**config.mk**
```make
export PLATFORM = sky130hd
export DESIGN_NAME = scac_queue
export DESIGN_NICKNAME = d
export VERILOG_FILES = /design/src/hw/rtl/scac_pkg.sv /design/src/hw/rtl/scac_queue.sv
export SDC_FILE = /design/constraint.sdc
export NUM_CORES = 1
export LEC_CHECK = 0
export ABC_AREA = 1
export ABC_CLOCK_PERIOD_IN_PS = 20900
export BUFFER_PORTS_ARGS = -buffer_cell sky130_fd_sc_hd__buf_2
export CAP_MARGIN = 25
export CORE_MARGIN = 2
export CORE_UTILIZATION = 38
export DETAILED_ROUTE_END_ITERATION = 6
export HOLD_SLACK_MARGIN = 0.03
export REMOVE_ABC_BUFFERS = 1
export SETUP_SLACK_MARGIN = 0.3
export SYNTH_ARGS = -nofsm -noshare
export SYNTH_HDL_FRONTEND = slang
export SYNTH_SLANG_ARGS = --single-unit
```
**constraint.sdc**
```tcl
create_clock -name clk -period 20.9 [get_ports clk]
set_clock_uncertainty 0.15 [all_clocks]
set_input_delay 2.09 -clock clk [delete_from_list [all_inputs] [get_ports clk]]
set_output_delay 2.09 -clock clk [all_outputs]
set_load 0.01 [all_outputs]
```
**src/hw/rtl/scac_pkg.sv**
```systemverilog
`default_nettype none
// ----------------------------------------------------------------------------
// scac_pkg
// Types, constants and helpers shared by the Sampson cost accumulator files.
// ----------------------------------------------------------------------------
package scac_pkg;

  localparam int FRAC_BITS_DEF = 16;  // fraction bits of points, r2, thresholds
  localparam int MATRIX_FRAC   = 18;  // fraction bits of matrix entries
  localparam int WEIGHT_FRAC   = 16;  // fraction bits of the point weight
  localparam int ENTRY_W       = 21;  // one matrix entry
  localparam int ROW_W         = 3 * ENTRY_W;
  localparam int COST_W        = 48;
  localparam int QUEUE_DEPTH   = 2;
  localparam int CFG_IDX_W     = 3;

  // configuration register indexes
  typedef enum logic [CFG_IDX_W-1:0] {
    REG_ROW_ZERO = 3'd0,
    REG_ROW_ONE  = 3'd1,
    REG_ROW_TWO  = 3'd2,
    REG_THRESH   = 3'd3,
    REG_INV      = 3'd4
  } cfg_reg_t;

  typedef struct packed {
    logic signed [31:0] first_x;
    logic signed [31:0] first_y;
    logic signed [31:0] second_x;
    logic signed [31:0] second_y;
    logic [23:0]        point_weight;
    logic               last_point;
  } in_t;

  typedef struct packed {
    logic [31:0]              squared_error;
    logic signed [COST_W-1:0] running_cost;
    logic                     cost_final;
    logic                     degenerate;
  } out_t;

  // queue entry: the request plus what the front found out about it
  typedef struct packed {
    in_t  item;
    logic zero_wt;
  } qent_t;

  typedef struct packed {
    logic  valid;
    qent_t ent;
  } qpush_t;

  typedef struct packed {
    logic full;
    logic empty;
  } qstat_t;

  typedef struct packed {
    logic [ROW_W-1:0] row0;
    logic [ROW_W-1:0] row1;
    logic [ROW_W-1:0] row2;
    logic [31:0]      thresh;
    logic [31:0]      inv;
  } cfg_t;

  typedef enum logic [3:0] {
    ST_IDLE,
    ST_PROJ,
    ST_DEN,
    ST_EPI,
    ST_NUM,
    ST_CHK,
    ST_DIV,
    ST_LOSS,
    ST_WGT
  } back_state_t;

  // signed entry of a packed matrix row, column 0 in the low bits
  function automatic logic signed [ENTRY_W-1:0] entry(input logic [ROW_W-1:0] row,
                                                      input int col);
    entry = $signed(row[ENTRY_W*col +: ENTRY_W]);
  endfunction

endpackage
`default_nettype wire

```
**src/hw/rtl/scac_queue.sv**
```systemverilog
`default_nettype none
// ----------------------------------------------------------------------------
// scac_queue
// Short FIFO between the front and back parts.
// ----------------------------------------------------------------------------
module scac_queue #(
  parameter int DEPTH = scac_pkg::QUEUE_DEPTH
) (
  input  wire logic             clk,
  input  wire logic             rst_n,
  input  wire scac_pkg::qpush_t push,
  input  wire logic             pop,
  output scac_pkg::qent_t       pop_data,
  output scac_pkg::qstat_t      qstat
);

  localparam int PW = (DEPTH > 1) ? $clog2(DEPTH) : 1;
  localparam int CW = $clog2(DEPTH + 1);

  scac_pkg::qent_t mem [DEPTH];
  logic [PW-1:0]   wr_ptr_r, wr_ptr_nxt, rd_ptr_r, rd_ptr_nxt;
  logic [CW-1:0]   count_r, count_nxt;
  logic            do_push, do_pop;

  assign qstat.full  = (count_r == CW'(DEPTH));
  assign qstat.empty = (count_r == '0);
  assign do_push     = push.valid & ~qstat.full;
  assign do_pop      = pop & ~qstat.empty;
  assign pop_data    = mem[rd_ptr_r];

  // pointer and fill count update
  always_comb begin
    wr_ptr_nxt = wr_ptr_r;
    rd_ptr_nxt = rd_ptr_r;
    count_nxt  = count_r;
    if (do_push) begin
      wr_ptr_nxt = (wr_ptr_r == PW'(DEPTH - 1)) ? '0 : wr_ptr_r + 1'b1;
    end
    if (do_pop) begin
      rd_ptr_nxt = (rd_ptr_r == PW'(DEPTH - 1)) ? '0 : rd_ptr_r + 1'b1;
    end
    if (do_push && !do_pop) begin
      count_nxt = count_r + 1'b1;
    end else if (do_pop && !do_push) begin
      count_nxt = count_r - 1'b1;
    end
  end

  always_ff @(posedge clk) begin
    if (!rst_n) begin
      wr_ptr_r <= '0;
      rd_ptr_r <= '0;
      count_r  <= '0;
    end else begin
      wr_ptr_r <= wr_ptr_nxt;
      rd_ptr_r <= rd_ptr_nxt;
      count_r  <= count_nxt;
    end
  end

  always_ff @(posedge clk) begin
    if (do_push) begin
      mem[wr_ptr_r] <= push.ent;
    end
  end

endmodule
`default_nettype wire

```
==> results by group <==
Finish
  • Post-Layout Cell Count: between 1000 and 1500
  • Share of layout cells above drive strength 1: 59.5%
  • Layout net count: 1018
  • Register area: roughly 9400 um^2
  • Area occupied by multi-input gates: 2080 um^2
  • Layout area overhead: 27.0%
  • Fillers: 2554

Yosys
  • Top post-synthesis cells by count: edfxtp_1, mux2_2, mux2_4
  • Post-synth top area cell: edfxtp_1
  • Synth Warn #: 0
  • Post-Syn Area: approximately 12000 um^2
  • Number of enable flip-flop cells after synthesis: ~310
  • Synth area leaders: edfxtp_1, mux2_2, mux2_4
  • Post-Syn Instances: 517
  • Top FF cell, synth: edfxtp_1
  • Seq/Total Area, Yosys: 80.7%
  • Count leader, synth: edfxtp_1
  • Netlist cell types: 14
  • Avg Cell Area, Syn: about 22 um^2
  • Ys async rst share: 0%
  • Yosys top cell area share: between 70 and 80%
  • Number of synthesized register bits: between 300 and 400

Power
  • Worst IR Drop VDD: a little under 0.07 mV
  • Psw: about 460 uW
  • Pwr Density: 121 nW/um^2
  • Sequential share of power: 46.2%
  • LEAKAGE: 5.61 nW
  • Gate power share: 22.1%
  • Net Sw Frac: 25.9%
  • Clock power frac: about a third
  • Pint: about 1.3 mW

Clock network
  • # hold bufs at CTS: 0
  • Clk Latency, worst-skew pair: 0.49 ns
  • CTS resizes: 0
  • Clk slew on worst S/H paths: 0.05 ns
  • H-Tree Depth: 2
  • CTS buffer count: 35
  • Total setup buffers inserted after CTS: 0
  • CTS tree: yes
  • Clk buf depth: 3
  • Root Driver: clkbuf_16
  • TritonCTS Sinks: 313

Die
  • Core area: approximately 30000 um^2
  • Chip width: roughly 180 um
  • Die Height: 179 um
  • Initial Utilization: between 30% and 40%
  • I/O pins: 314
  • Rows: 63
  • Die area: 31900 um^2

Worst hold path
  • Worst min-delay path class: reg2reg
  • Hold depth: 2

STA
  • RSZ-0062 raised after global routing: false
  • Fin. max-slew vios: 0
  • Final Cycle Share: 23.2%
  • Final Hold Viols: 0
  • Setup Total Neg Slack: 0 ns
  • Slew @ Worst Pin: 0.945 ns
  • Setup violators final: 0
  • Worst slew margin: 37.0%
  • Final min period: slightly below 5 ns
  • FMAX: between 200 and 250 MHz

Global route
  • First-pass GRT wire length: 31.8 mm
  • Antenna violations before repair: 5
  • Total GRT Usage: 13.1%
  • Grt ovf: 0
  • Vias in the first global route: 5745
  • Largest net degree at the start of global routing: 66

Detailed routing
  • ANT nets after route: 0
  • Vias: 5814
  • DRT iter0 DRCs: between 200 and 250
  • Residual DRC: 0
  • Via density: 4.55
  • Pre-Repair DR Iteration Count: 6
  • Wire length per cell: approximately 18 um
  • Final wirelength: 22.5 mm

Placement
  • Post-detail-place hpwl: 14.6 mm
  • Gpl congestion: 0.710
  • PortBufs: 313
  • Cells after DPL: 1210

Critical path
  • Critical-path maximum fanout: 54
  • Startpoint Class: register
  • Required @ worst endpoint: 18.66 ns
  • Worst R2R Path Depth: 6
  • Kind of end point of the critical path: primary output
  • WS Path Type: reg2out
  • CP arrival: 2.60 ns

Run status
  • Status: finished clean

Run
  • Maxcap violations: 0
## through the flow
step / cell area [um^2] / setup slack, ns / hold slack, ns / power, mW / utilization [%]
after floorplan: 11400 / 11.44 / 0.317 / 1.12 / -
after global placement: 13600 / 15.27 / 0.333 / 1.23 / 45.5
after detailed placement: 13600 / 15.26 / 0.336 / 1.23 / 45.6
after CTS: 14700 / 15.78 / 0.354 / 1.80 / 49.2
after global routing: 14700 / 15.92 / 0.407 / 1.86 / 49.4
final: 14700 / 16.06 / 0.351 / 1.78 / 49.4
## final timing paths
path                   start           end  slack (ns)
hold / removal      rd_ptr_r      register        0.35
setup reg to reg  count_r[1]   mem[1][119]       17.53
hold reg to reg     rd_ptr_r      register        0.35
setup / recovery    register  pop_data[40]       16.06
## kinds of logic after synthesis
family          after synthesis  synth area share, %
compound gates                4                0.173
fa+ha+maj                     1                0.108
buf+inv                      26                 1.46
flops                       313                 80.7
mux                         154                 16.9
simple gates                 19                0.648
## power by group through the flow
stage / logic (mW) / clock network, mW / registers [mW]
after floorplan: 0.249 / 0 / 0.871
after global placement: 0.396 / 0 / 0.832
after detailed placement: 0.398 / 0 / 0.836
after CTS: 0.400 / 0.580 / 0.824
after global routing: 0.426 / 0.603 / 0.830
final: 0.393 / 0.562 / 0.821
## cell usage in the layout (no fill, tap or decap), types with 7 or more instances in the layout
cell	instances
buf_2	313
clkbuf_16	37
clkinv_1	9
clkinv_2	7
edfxtp_1	308
inv_1	9
mux2_2	94
mux2_4	60
nor2_1	9
## state kept, by name (all words and copies together) (netlist names), named ones only
name / cells
rd_ptr_r: 1
mem: 308
wr_ptr_r: 1
count_r: 2
## routing by layer
| layer | track usage [%] | vias up | part of all wire (%) | wire (um) |
|---|---|---|---|---|
| li1 | - | 2732 | - | - |
| met1 | 15.7 | 2814 | 39 | 8760 |
| met2 | 21.8 | 225 | 49 | 11000 |
| met3 | 5.22 | 37 | 9.8 | 2190 |
| met4 | 4.07 | 6 | 2.1 | 479 |
| met5 | 0 | - | 0.19 | 42 |
## critical path, stage by stage, from the launching register on
cell     delay, ns
dfxtp_4       0.73
buf_4         0.41
buf_16        0.34
mux2_2        0.41
buf_2         0.14
## final cells by class
| cell class | count | share of cell area [%] |
|---|---|---|
| Antenna cell | 2 | 0.0340 |
| Multi-Input combinational cell | 178 | 14.1 |
| Inverter | 9 | 0.230 |
| Tap cell | 390 | 3.32 |
| Sequential cell | 313 | 63.6 |
| Timing Repair Buffer | 322 | 11.4 |
| Clock buffer | 43 | 6.45 |
| Clock inverter | 20 | 0.850 |
Note: power is estimated with default switching activity, not from simulation.
