[src/hw/rtl/scac_pkg.sv]
`default_nettype none
// ----------------------------------------------------------------------------
// scac_pkg
// Types, constants and helpers shared by the Sampson cost accumulator files.
// ----------------------------------------------------------------------------
package scac_pkg;

  localparam int FRAC_BITS_DEF = 16;  // fraction bits of points, r2, thresholds
  localparam int MATRIX_FRAC   = 18;  // fraction bits of matrix entries
  localparam int WEIGHT_FRAC   = 16;  // fraction bits of the point weight
  localparam int ENTRY_W       = 21;  // one matrix entry
  localparam int ROW_W         = 3 * ENTRY_W;
  localparam int COST_W        = 48;
  localparam int QUEUE_DEPTH   = 2;
  localparam int CFG_IDX_W     = 3;

  // configuration register indexes
  typedef enum logic [CFG_IDX_W-1:0] {
    REG_ROW_ZERO = 3'd0,
    REG_ROW_ONE  = 3'd1,
    REG_ROW_TWO  = 3'd2,
    REG_THRESH   = 3'd3,
    REG_INV      = 3'd4
  } cfg_reg_t;

  typedef struct packed {
    logic signed [31:0] first_x;
    logic signed [31:0] first_y;
    logic signed [31:0] second_x;
    logic signed [31:0] second_y;
    logic [23:0]        point_weight;
    logic               last_point;
  } in_t;

  typedef struct packed {
    logic [31:0]              squared_error;
    logic signed [COST_W-1:0] running_cost;
    logic                     cost_final;
    logic                     degenerate;
  } out_t;

  // queue entry: the request plus what the front found out about it
  typedef struct packed {
    in_t  item;
    logic zero_wt;
  } qent_t;

  typedef struct packed {
    logic  valid;
    qent_t ent;
  } qpush_t;

  typedef struct packed {
    logic full;
    logic empty;
  } qstat_t;

  typedef struct packed {
    logic [ROW_W-1:0] row0;
    logic [ROW_W-1:0] row1;
    logic [ROW_W-1:0] row2;
    logic [31:0]      thresh;
    logic [31:0]      inv;
  } cfg_t;

  typedef enum logic [3:0] {
    ST_IDLE,
    ST_PROJ,
    ST_DEN,
    ST_EPI,
    ST_NUM,
    ST_CHK,
    ST_DIV,
    ST_LOSS,
    ST_WGT
  } back_state_t;

  // signed entry of a packed matrix row, column 0 in the low bits
  function automatic logic signed [ENTRY_W-1:0] entry(input logic [ROW_W-1:0] row,
                                                      input int col);
    entry = $signed(row[ENTRY_W*col +: ENTRY_W]);
  endfunction

endpackage
`default_nettype wire

[src/hw/rtl/scac_front.sv]
`default_nettype none
// ----------------------------------------------------------------------------
// scac_front
// Input stage: takes requests, tags zero-weight points, feeds the queue.
// ----------------------------------------------------------------------------
module scac_front (
  input  wire logic            clk,
  input  wire logic            rst_n,
  input  wire logic            in_valid,
  output logic                 in_stall,
  input  wire scac_pkg::in_t   in_data,
  input  wire scac_pkg::qstat_t qstat,
  output scac_pkg::qpush_t     push
);

  logic            fr_valid_r, fr_valid_nxt;
  scac_pkg::qent_t fr_ent_r, fr_ent_nxt;
  logic            accept;

  // hold stage only blocks when it is full and the queue cannot take it
  assign in_stall = fr_valid_r & qstat.full;
  assign accept   = in_valid & ~in_stall;

  always_comb begin
    fr_valid_nxt = accept | (fr_valid_r & qstat.full);
    fr_ent_nxt   = fr_ent_r;
    if (accept) begin
      fr_ent_nxt.item    = in_data;
      fr_ent_nxt.zero_wt = (in_data.point_weight == '0);
    end
  end

  always_ff @(posedge clk) begin
    if (!rst_n) begin
      fr_valid_r <= 1'b0;
    end else begin
      fr_valid_r <= fr_valid_nxt;
    end
    fr_ent_r <= fr_ent_nxt;
  end

  assign push.valid = fr_valid_r;
  assign push.ent   = fr_ent_r;

endmodule
`default_nettype wire

[config.mk]
export PLATFORM = sky130hd
export DESIGN_NAME = scac_front
export DESIGN_NICKNAME = d
export VERILOG_FILES = /design/src/hw/rtl/scac_pkg.sv /design/src/hw/rtl/scac_front.sv
export SDC_FILE = /design/constraint.sdc
export NUM_CORES = 1
export LEC_CHECK = 0
export BUFFER_PORTS_ARGS = -buffer_cell sky130_fd_sc_hd__buf_2
export CAP_MARGIN = 25
export CORE_ASPECT_RATIO = 0.5
export CORE_MARGIN = 1.5
export CORE_UTILIZATION = 35
export DETAILED_ROUTE_END_ITERATION = 8
export GPL_TIMING_DRIVEN = 0
export PLACE_DENSITY = 0.77
export SYNTH_ARGS = -nofsm -noshare
export SYNTH_HDL_FRONTEND = slang
export SYNTH_SLANG_ARGS = --single-unit
export TNS_END_PERCENT = 50
[constraint.sdc]
create_clock -name clk -period 10.3 [get_ports clk]
set_clock_uncertainty 0.2 [all_clocks]
set_input_delay 1.545 -clock clk [delete_from_list [all_inputs] [get_ports clk]]
set_output_delay 1.545 -clock clk [all_outputs]
set_load 0.01 [all_outputs]
==> results of run 1 <==
cells in the mapped netlist (all sizes together):
master and instances:
nor2b 1, nor4 6, nand2 1, o21a 1, nand4 1, and2 1
edfxtp 154, buf 1, dfxtp 1, nor2 1
metal layers:
metal / global-route usage, % / vias up
met1: 22.7 / 1523
li1: - / 1364
met5: 0 / -
met4: 5.49 / 0
met3: 5.41 / 8
met2: 30.6 / 76
layout make-up:
class                   count  area share, %
clock buffers              19           6.02
plain buffers               1          0.104
clock inverters            13           2.00
multi-input cells          12           1.18
flip-flops and latches    155           64.5
repair buffers            317           23.2
well taps                 170           2.96
kinds of logic after synthesis:
family,synth area share [%]
AND/OR/NAND/NOR,1.48
AO/OA/AOI/OAI,0.159
flip-flops,98.2
buffers and inverters,0.159
metrics by stage:
stage                     power [uW]  worst slack (ns)  util [%]  area, um^2  instances
after global routing            1510              6.53      55.7        7200        687
after floorplan                  801             0.891         -        4730        168
final                           1460              6.57      55.7        7200        687
after global placement           873             -1.50      50.3        6500        650
after detailed placement         874              6.56      51.2        6620        655
after CTS                       1480              6.56      55.7        7200        687
final timing paths:
kind / from / to / slack [ns] / depth (start not counted)
worst min-delay path: fr_valid_r / fr_valid_r / 0.49 / 2
worst max-delay path: qstat[1] / in_stall / 6.57 / 3
worst min register to register: fr_valid_r / fr_valid_r / 0.49 / 2
worst max register to register: fr_valid_r / push[44] / 8.16 / 5
flip-flops by register name (all words and copies together) (netlist names):
name,count
fr_valid_r,1
push,154
power by group through the flow:
stage	registers, uW	logic (uW)	clock network [uW]
4_1_cts	748	113	617
5_1_grt	750	119	642
3_3_place_gp	771	103	0
3_5_place_dp	761	113	0
2_1_floorplan	789	12.3	0
6_report	747	112	602
worst max-delay path: stages:
cell	delay, ns
buf_2	0.07
and2_1	0.20
buf_2	0.17
==> summary.md, run 1 <==
| Metric | Value |
|---|---|
| Status | `completed` |
| Number of placement rows | `29` |
| Multi-input logic area | `85.1 um^2` |
| Top cell type's share of synthesized area | `97.8%` |
| Max Clk Rate | `268 MHz` |
| Commonest non-fill, non-tap cell in the layout | `buf_2` |
| Horiz. Die Dim | `167 um` |
| Top sig layer | `met4` |
| Max_cap viols | `0` |
| Endpoints failing setup | `0` |
| Netlist cell types | `11` |
| Sink Count | `155` |
| Initial DRT Pass Iterations | `4` |
| Pin count of the biggest net entering global routing | `38` |
| Hold WC Path Type | `flip-flop to flip-flop` |
| # hold bufs at CTS | `0` |
| Initial DRC count | `258` |
| Ys Warns | `0` |
| Filler cell count | `1076` |
| Crit start category | `primary input` |
| Initial core utilization | `36.6%` |
| Slew Limit Headroom | `64.0%` |
| TritonCTS clock tree | `yes` |
| Pwr dens | `203 nW/um^2` |
| FF+latch count, synth | `155` |
| Die area | `14300 um^2` |
| GRT Total Usage | `18.1%` |
| Switching part of the total power | `21.5%` |
| Mapped Cells | `168` |
| Root Driver | `clkbuf_16` |
| Antenna-violating nets left | `0` |
| Initial antenna violation count | `0` |
| Clock latency on the worst-skew pair | `0.39 ns` |
| VDD IR max | `0.000109 V` |
| CP Max Fanout | `3` |
| Reg area | `4640 um^2` |
| HPWL after DPL | `10400 um` |
| Area growth syn-to-layout | `52.1%` |
| Core ar. | `12900 um^2` |
| Worst EP required | `8.56 ns` |
| Postcts setup bufs | `0` |
| Critical Path Sink Type | `output port` |
| Reg power frac | `51.2%` |
| Final #Nets | `662` |
| GP Congestion | `0.799` |
| Synthesized cell area | `4730 um^2` |
| First-pass GRT wire length | `18200 um` |
| Synth area leader | `edfxtp_1` |
| Resized Gates After CTS | `0` |
| Crit path DAT | `1.99 ns` |
| Met3 WL | `654 um` |
| Post-detailed-route via-to-cell ratio | `4.32` |
| Clock-pin transition on the worst setup and hold timing paths | `0.06 ns` |
| Wirelength per Cell | `19.1 um` |
| M1 WL | `5270 um` |
| Number of global-route vias before repair | `2979` |
| CTS Buf Count | `17` |
| Hold WS | `0.495 ns` |
| P_int | `1150 uW` |
| Chip Height | `85.2 um` |
| Crit Path Class | `primary input to output port` |
| Commonest cells after routing, fill and taps aside | `buf_2 (312), edfxtp_1 (154), clkbuf_16 (17)` |
| Sequential share of the synthesized area | `98.2%` |
| Combinational fraction of design power | `7.6%` |
| Synth top area cells | `edfxtp_1 (98%), nor4_1 (0.66%), dfxtp_1 (0.42%)` |
| Final worst path period need | `3.73 ns` |
| Bufs on Longest Clock Path | `2` |
| Final Cycle Share | `36.2%` |
| Net Switching | `314 uW` |
| Mean area per synthesized cell | `28.2 um^2` |
| H-tree levels | `4` |
| Clock share of power | `41.2%` |
| Max-slew violation count | `0` |
| Total routed wirelength | `13100 um` |
| Total inserted antenna cells | `0` |
| Worst slew pin tran | `0.535 ns` |
| Via count | `2971` |
| # IOs | `314` |
| Hold Vio Cnt, Final | `0` |
| RSZ-0062 raised after global routing | `false` |
| I/O Buffers | `312` |
| Pleak | `0.00307 uW` |
| Grt ovf | `0` |
| Final setup TNS | `0 ns` |
| Post-Synthesis Net Count | `326` |
| Share of layout cells above drive strength 1 | `67.5%` |
| Met2 wire len | `7080 um` |
| # DRC | `0` |
(Power assumes the default switching activity.)
==> inputs of run 2 (changes only) <==
--- a/config.mk
+++ b/config.mk
@@ -5,6 +5,7 @@
 export SDC_FILE = /design/constraint.sdc
 export NUM_CORES = 1
 export LEC_CHECK = 0
+export ABC_AREA = 1
 export BUFFER_PORTS_ARGS = -buffer_cell sky130_fd_sc_hd__buf_2
 export CAP_MARGIN = 25
 export CORE_ASPECT_RATIO = 0.5
==> constraint.sdc (replaced) <==
create_clock -name clk -period 3.7 [get_ports clk]
set_clock_uncertainty 0.2 [all_clocks]
set_input_delay 0.555 -clock clk [delete_from_list [all_inputs] [get_ports clk]]
set_output_delay 0.555 -clock clk [all_outputs]
set_load 0.01 [all_outputs]
==> run 2 against run 1 <==
  * Worst hold slack got worse by 0.37 ns
  * Design area barely moved
  * Via count rose by 1.9%
  * Clock power rose to 2.7 times the previous value
  * Combinational power rose to 2.8 times the previous value
  * Register-to-register slack got worse by 6.6 ns
  * Power rose to 2.8 times the previous value
  * Worst setup slack got worse by 5.0 ns
  * Flip-flop and latch count did not move
  * Sequential share of layout area barely moved
  * Clock-buffer cell count fell by 1
  * Highest routed layer unchanged
==> summary.md, run 2 <==
| Metric | Value |
|---|---|
| Status | `completed` |
| Met2 wire len | `7480 um (+5.6%)` |
| Final #Nets | `675 (+2.0%)` |
| Synthesized cell area | `4760 um^2 (+0.61%)` |
| Most instantiated library cell after synthesis | `edfxtp_1` |
| I/O Buffers | `312 (unchanged)` |
| Initial DRT Pass Iterations | `4 (unchanged)` |
| Mean area per synthesized cell | `26.1 um^2 (-7.1%)` |
| Total routed wirelength | `13300 um (+1.8%)` |
| Initial antenna violation count | `0 (unchanged)` |
| Crit path DAT | `2.06 ns (+0.07 ns)` |
| Hold Vio Cnt, Final | `0 (unchanged)` |
| Cells along the critical path | `nand2_1, inv_1, nor2_4, buf_12, buf_12` |
| Horiz. Die Dim | `168 um (+0.30%)` |
| Synth async-reset ratio | `0% (unchanged)` |
| Number of flip-flops in the largest register | `154 (unchanged)` |
| Post-detailed-route via-to-cell ratio | `4.33 (about the same)` |
| Clock-pin transition on the worst setup and hold timing paths | `0.07 ns (about the same)` |
| Core ar. | `13000 um^2 (+0.28%)` |
| # DRC | `0 (unchanged)` |
| CP peak stage delay | `0.60 ns (+0.40 ns)` |
| XOR/XNOR Fraction of Synth Area | `0% (unchanged)` |
| Buffers & Inverters on Critical Path | `3 (+1)` |
| Postcts setup bufs | `0 (unchanged)` |
| Netlist cell types | `9 (-2)` |
| Synth area leader | `edfxtp_1` |
| Post-synthesis compound-gate area fraction | `0.158% (-0.00096 points)` |
| Antenna-violating nets left | `0 (unchanged)` |
| Post-Synth Simple-Gate Area | `1.92% (+0.44 points)` |
| Wirelength per Cell | `19.0 um (about the same)` |
| Sink Count | `155 (unchanged)` |
| Pwr dens | `562 nW/um^2 (+180%)` |
| Top sig layer | `met4` |
| TritonCTS clock tree | `yes` |
| Slew Limit Headroom | `48.4% (-16 points)` |
| Pwr Total | `4040 uW (+180%)` |
| DP Area | `6630 um^2 (+0.13%)` |
| Root Driver | `clkbuf_16` |
| CTS Buf Count | `17 (unchanged)` |
| VDD IR max | `0.000284 V (+160%)` |
| Dominant synthesized flop cell | `edfxtp_1` |
| Final worst path period need | `2.18 ns` |
| # IOs | `314 (unchanged)` |
| Mapped Cells | `182 (+8.3%)` |
| Pleak | `0.00309 uW (+0.73%)` |
| Number of enable flip-flop cells after synthesis | `154 (unchanged)` |
| Pin count of the biggest net entering global routing | `39 (+2.6%)` |
| Number of placement rows | `29 (unchanged)` |
| Worst EP required | `3.58 ns (-4.98 ns)` |
| Area growth syn-to-layout | `51.1%` |
| Crit path top cell by count | `buf_12` |
| Largest family of logic cells by synthesized area | `simple AND/OR/NAND/NOR gates` |
| Filler cell count | `1052 (-2.2%)` |
| Initial core utilization | `36.7% (+0.12 points)` |
| First-pass GRT wire length | `18900 um (+3.4%)` |
| Total inserted antenna cells | `0 (unchanged)` |
| Resized Gates After CTS | `0 (unchanged)` |
| Max_cap viols | `0 (unchanged)` |
| Final Instance Area | `7190 um^2 (about the same)` |
| Crit start category | `flip-flop` |
| Sequential share of the synthesized area | `97.6% (-0.59 points)` |
| GP Congestion | `0.785 (-1.7%)` |
| Bufs on Longest Clock Path | `2 (unchanged)` |
| Post-Synthesis Net Count | `340 (+4.3%)` |
| Die area | `14300 um^2 (+0.59%)` |
| Final Cycle Share | `58.9%` |
| Worst slew pin tran | `0.773 ns (+0.238 ns)` |
| Mux cell area share after synthesis | `0% (unchanged)` |
| HPWL after DPL | `10400 um (+0.14%)` |
| RSZ-0062 raised after global routing | `false` |
| Commonest non-fill, non-tap cell in the layout | `buf_2` |
| # hold bufs at CTS | `0 (unchanged)` |
| Number of global-route vias before repair | `3143 (+5.5%)` |
| Met3 WL | `520 um (-20%)` |
| Clock latency on the worst-skew pair | `0.40 ns (about the same)` |
| Via count | `3028 (+1.9%)` |
| Crit Path Class | `flip-flop to flip-flop` |
| H-tree levels | `4 (unchanged)` |
| GRT Total Usage | `18.5% (+0.47 points)` |
| Top cell type's share of synthesized area | `97.2% (-0.59 points)` |
| Largest delay share family, worst path | `simple AND/OR/NAND/NOR gates` |
| Post-layout util | `55.5% (-0.19 points)` |
| Initial DRC count | `177 (-31%)` |
| CP max-delay cell | `nor2_4` |
| Grt ovf | `0 (unchanged)` |
| Hold WC Path Type | `primary input to flip-flop` |
| Share of layout cells above drive strength 1 | `65.8% (-1.7 points)` |
| Commonest cells after routing, fill and taps aside | `buf_2 (312), edfxtp_1 (154), clkbuf_16 (17)` |
| Chip Height | `85.5 um (+0.29%)` |
| FF+latch count, synth | `155 (unchanged)` |
| M1 WL | `5240 um (-0.61%)` |
| Max-slew violation count | `0 (unchanged)` |
| Synth top area cells | `edfxtp_1 (97%), nor2_1 (1.2%), nand2_1 (0.47%)` |
| Endpoints failing setup | `0 (unchanged)` |
| Critical Path Sink Type | `flip-flop` |
| CP Max Fanout | `38 (+35)` |
| Adder-Cell Fraction of Synth Area | `0% (unchanged)` |
| Synth top cells by count | `edfxtp_1 (154), nor2_1 (15), nand2_1 (6), inv_1 (2)` |
| Ys Warns | `0 (unchanged)` |
| Max Clk Rate | `459 MHz` |
run 2: cell count changes after synthesis:
cell      change
nor4_2        -1
a21boi_0      +1
nor4_1        -5
nor2b_1       -1
nand2_1       +5
inv_1         +2
nor2_1       +14
o21a_1        -1
nor2_2        +1
and2_1        -1
run 2: cell type report:
| class | count | area [um^2] | share of cell area (%) |
|---|---|---|---|
| sequential | 155 | 4640 | 64.6 |
| clock buffer | 18 | 429 | 5.97 |
| tap | 170 | 213 | 2.96 |
| clock inverter | 14 | 135 | 1.88 |
| timing repair buffer | 316 | 1650 | 22.9 |
| inverter | 2 | 7.51 | 0.104 |
| buffer | 1 | 7.51 | 0.104 |
| multi-input combinational | 24 | 106 | 1.48 |
run 2: cells by family (layout without fill, tap and decap cells):
group / count (synthesis) / in the layout
simple gates: 23 / 23
flops: 155 / 155
compound gates: 1 / 1
buf+inv: 3 / 351
run 2: per-stage QoR:
stage	hold WS [ns]	std cells	TNS, ns	setup WS (ns)
finish	0.127	700	0	1.52
global route	0.0994	700	0	1.39
CTS	0.108	700	0	1.48
detailed placement	0.306	668	0	1.17
global placement	0.291	664	-100.14	-0.662
floorplan	0.270	182	0	0.0928
run 2: power breakdown:
part	total (uW)	internal (uW)	switching (uW)
combinational	310	136	174
clock	1650	942	705
sequential	2080	2050	27.7
run 2: final timing paths:
kind / from / end / slack (ns) / depth (start not counted)
worst min-delay path: in_data[115] / push[116] / 0.13 / 1
worst max register to register: fr_valid_r / push[123] / 1.52 / 5
worst min register to register: fr_valid_r / fr_valid_r / 0.32 / 2
worst max-delay path: fr_valid_r / push[123] / 1.52 / 5
run 2: worst register-to-register path: stages (launching register included):
cell,delay [ns]
dfxtp_1,0.31
nand2_1,0.08
inv_1,0.07
nor2_4,0.60
buf_12,0.31
buf_12,0.27
run 2: per-layer routing:
metal  GRT usage, %  up-vias
met5              0        -
met4           5.65        0
met3           4.38        8
met2           32.7       83
met1           23.1     1547
li1               -     1390
==> inputs of run 3 (changes only) <==
==> constraint.sdc (replaced) <==
create_clock -name clk -period 2.2 [get_ports clk]
set_clock_uncertainty 0.2 [all_clocks]
set_input_delay 0.33 -clock clk [delete_from_list [all_inputs] [get_ports clk]]
set_output_delay 0.33 -clock clk [all_outputs]
set_load 0.01 [all_outputs]
==> run 3 against run 2 <==
  * The flow now stops in clock tree synthesis
  * Area after synthesis stayed put
  * Synthesized cell count is the same
==> summary.md, run 3 <==
| Metric | Value |
|---|---|
| Number of placement rows | `29 (unchanged)` |
| Synth area leader | `edfxtp_1` |
| Top cell type's share of synthesized area | `97.2% (unchanged)` |
| Ys Warns | `0 (unchanged)` |
| Synth top cells by count | `edfxtp_1 (154), nor2_1 (15), nand2_1 (6), inv_1 (2)` |
| FF+latch count, synth | `155 (unchanged)` |
| # hold bufs at CTS | `141 (+141)` |
| Horiz. Die Dim | `168 um (unchanged)` |
| HPWL after DPL | `10800 um (+3.8%)` |
| CTS Buf Count | `17 (unchanged)` |
| Synthesized cell area | `4760 um^2 (unchanged)` |
| Netlist cell types | `9 (unchanged)` |
| Initial core utilization | `36.7% (unchanged)` |
| Chip Height | `85.5 um (unchanged)` |
| H-tree levels | `4 (unchanged)` |
| Sequential share of the synthesized area | `97.6% (unchanged)` |
| Resized Gates After CTS | `0 (unchanged)` |
| Most instantiated library cell after synthesis | `edfxtp_1` |
| Stopped at | `clock tree synthesis` |
| Number of enable flip-flop cells after synthesis | `154 (unchanged)` |
| I/O Buffers | `312 (unchanged)` |
| Bufs on Longest Clock Path | `2 (unchanged)` |
| Status | `did not finish` |
| Synth async-reset ratio | `0% (unchanged)` |
| Post-Place Setup Slack | `0.0889 ns (-1.08 ns)` |
| Mean area per synthesized cell | `26.1 um^2 (unchanged)` |
| Root Driver | `clkbuf_16` |
| Post-Synthesis Net Count | `340 (unchanged)` |
| Sink Count | `155 (unchanged)` |
| Run Error | `[ERROR RSZ-0060] Max buffer count reached.` |
| Postcts setup bufs | `0 (unchanged)` |
| Mapped Cells | `182 (unchanged)` |
| Synth top area cells | `edfxtp_1 (97%), nor2_1 (1.2%), nand2_1 (0.47%)` |
| # IOs | `314 (unchanged)` |
| GP Congestion | `0.806 (+2.7%)` |
| Dominant synthesized flop cell | `edfxtp_1` |
[run 3: cell counts after synthesis]
No cell type changed its count.
[run 3: kinds of logic after synthesis]
| family | Yosys count | share of synthesized area [%] |
|---|---|---|
| flops | 155 | 97.6 |
| compound gates | 1 | 0.158 |
| simple gates | 23 | 1.92 |
| buf+inv | 3 | 0.316 |
[run 3: through the flow]
| step | setup TNS [ns] | instances | cell area, um^2 | utilization (%) |
|---|---|---|---|---|
| global placement | -298.60 | 664 | 6550 | 50.6 |
| detailed placement | 0 | 669 | 6660 | 51.4 |
| floorplan | -173.15 | 182 | 4780 | - |
==> inputs of run 4 (changes only) <==
--- a/config.mk
+++ b/config.mk
@@ -8,12 +8,11 @@
 export ABC_AREA = 1
 export BUFFER_PORTS_ARGS = -buffer_cell sky130_fd_sc_hd__buf_2
 export CAP_MARGIN = 25
-export CORE_ASPECT_RATIO = 0.5
 export CORE_MARGIN = 1.5
-export CORE_UTILIZATION = 35
+export CORE_UTILIZATION = 20
 export DETAILED_ROUTE_END_ITERATION = 8
 export GPL_TIMING_DRIVEN = 0
-export PLACE_DENSITY = 0.77
+export PLACE_DENSITY_LB_ADDON = 0.15
 export SYNTH_ARGS = -nofsm -noshare
 export SYNTH_HDL_FRONTEND = slang
 export SYNTH_SLANG_ARGS = --single-unit
==> run 4 against run 3 <==
  * The run now ends clean
==> summary.md, run 4 (synthesis results as in run 2) <==
| Metric | Value |
|---|---|
| Chip Height | `157 um (+84%)` |
| Total inserted antenna cells | `0` |
| Commonest cells after routing, fill and taps aside | `buf_2 (312), dlygate4sd3_1 (154), edfxtp_1 (154)` |
| Hold WS | `0.0452 ns` |
| Worst EP required | `2.10 ns` |
| Crit path DAT | `1.87 ns` |
| TritonCTS clock tree | `yes` |
| Worst Hold End | `fr_valid_r` |
| Hold Startpoint | `qstat[1]` |
| Clock latency on the worst-skew pair | `0.41 ns` |
| Top sig layer | `met4` |
| Number of global-route vias before repair | `3874` |
| Total routed wirelength | `13600 um` |
| Final Instance Area | `8920 um^2` |
| Via count | `3593` |
| Bufs on Longest Clock Path | `2 (unchanged)` |
| Final std cells w/o fill | `1004` |
| Met2 wire len | `7190 um` |
| RSZ-0062 raised after global routing | `false` |
| Final #Nets | `830` |
| Number of flip-flops in the largest register | `154` |
| Reg2reg path depth | `5` |
| HPWL after DPL | `9370 um (-13%)` |
| I/O Buffers | `312 (unchanged)` |
| Die area | `24700 um^2` |
| Pin count of the biggest net entering global routing | `36` |
| First-pass GRT wire length | `19700 um` |
| Max_cap viols | `0` |
| Worst slew pin tran | `0.645 ns` |
| Hold WC Path Type | `primary input to flip-flop` |
| Pleak | `0.00372 uW` |
| Antenna-violating nets left | `0` |
| Number of placement rows | `56 (+93%)` |
| Max-slew violation count | `0` |
| Sink Count | `155 (unchanged)` |
| DP Area | `6850 um^2 (+2.9%)` |
| CTS Buf Count | `17 (unchanged)` |
| Reg-to-reg slack, setup | `0.23 ns` |
| Initial core utilization | `20.3% (-16 points)` |
| # hold bufs at CTS | `154 (+9.2%)` |
| Initial DRT Pass Iterations | `4` |
| Cells along the critical path | `nand2_4, inv_4, nor2_4, buf_16, buf_12` |
| M1 WL | `5090 um` |
| Pwr Total | `6890 uW` |
| Share of layout cells above drive strength 1 | `51.2%` |
| Grt ovf | `0` |
| RR Startpoint | `fr_valid_r` |
| GP Congestion | `0.666 (-17%)` |
| Resized Gates After CTS | `0 (unchanged)` |
| Final Cycle Share | `89.4%` |
| # IOs | `314 (unchanged)` |
| Initial DRC count | `120` |
| Hold depth | `3` |
| H-tree levels | `4 (unchanged)` |
| Post-detailed-route via-to-cell ratio | `3.58` |
| Hold Vio Cnt, Final | `0` |
| Area growth syn-to-layout | `87.5%` |
| Root Driver | `clkbuf_16` |
| Wirelength per Cell | `13.6 um` |
| Clock-pin transition on the worst setup and hold timing paths | `0.06 ns` |
| CP Max Fanout | `34` |
| Max Clk Rate | `509 MHz` |
| Status | `completed` |
| Horiz. Die Dim | `157 um (-6.3%)` |
| Crit start category | `flip-flop` |
| Post-layout util | `38.1%` |
| # DRC | `0` |
| Critical Path Sink Type | `flip-flop` |
| Final worst path period need | `1.97 ns` |
| Core ar. | `23400 um^2` |
| Endpoints failing setup | `0` |
| Pwr dens | `773 nW/um^2` |
| Initial antenna violation count | `0` |
| Dpl cells | `818 (+22%)` |
| Critical R2R Capture | `push[68]` |
| CP peak stage delay | `0.51 ns` |
| CP max-delay cell | `nor2_4` |
| Commonest non-fill, non-tap cell in the layout | `buf_2` |
| Met3 WL | `1190 um` |
| Slew Limit Headroom | `56.9%` |
| Postcts setup bufs | `0 (unchanged)` |
| VDD IR max | `0.000385 V` |
| Crit Path Class | `flip-flop to flip-flop` |
| GRT Total Usage | `10.7%` |
run 4: layout make-up:
type	count	area, um^2
fillers	2271	14500
flip-flops and latches	155	4650
repair buffers	471	3220
clock buffers	19	433
well taps	319	399
multi-input cells	24	114
clock inverters	13	93.8
inverters	2	10.0
plain buffers	1	7.51
run 4: critical path, delay by kind of cell (launching register included):
kind	cells	cell delay, ns
simple gates	2	0.59
buf+inv	3	0.51
flops	1	0.34
run 4: through the flow:
stage	TNS [ns]	worst slack, ns
after floorplan	-173.15	-1.12
after global placement	-325.34	-2.12
after detailed placement	0	0.0910
after CTS	0	0.196
after global routing	0	0.133
final	0	0.234
run 4: where the power goes:
group	internal (uW)	total [uW]	switching [uW]
registers	3450	3490	39.9
clock network	1450	2660	1210
logic	413	738	325
run 4: worst max path at each step:
stage | from | to | slack, ns
floorplan | fr_valid_r | push[0] | -1.12
global placement | qstat[1] | push[90] | -2.12
detailed placement | qstat[1] | push[111] | 0.09
CTS | fr_valid_r | push[33] | 0.20
global route | fr_valid_r | push[33] | 0.13
finish | fr_valid_r | push[68] | 0.23
run 4: metal layers:
layer	vias up	GRT usage (%)
met5	-	0
met4	0	4.09
met3	9	4.38
met2	176	19.2
met1	1711	11.0
li1	1697	-
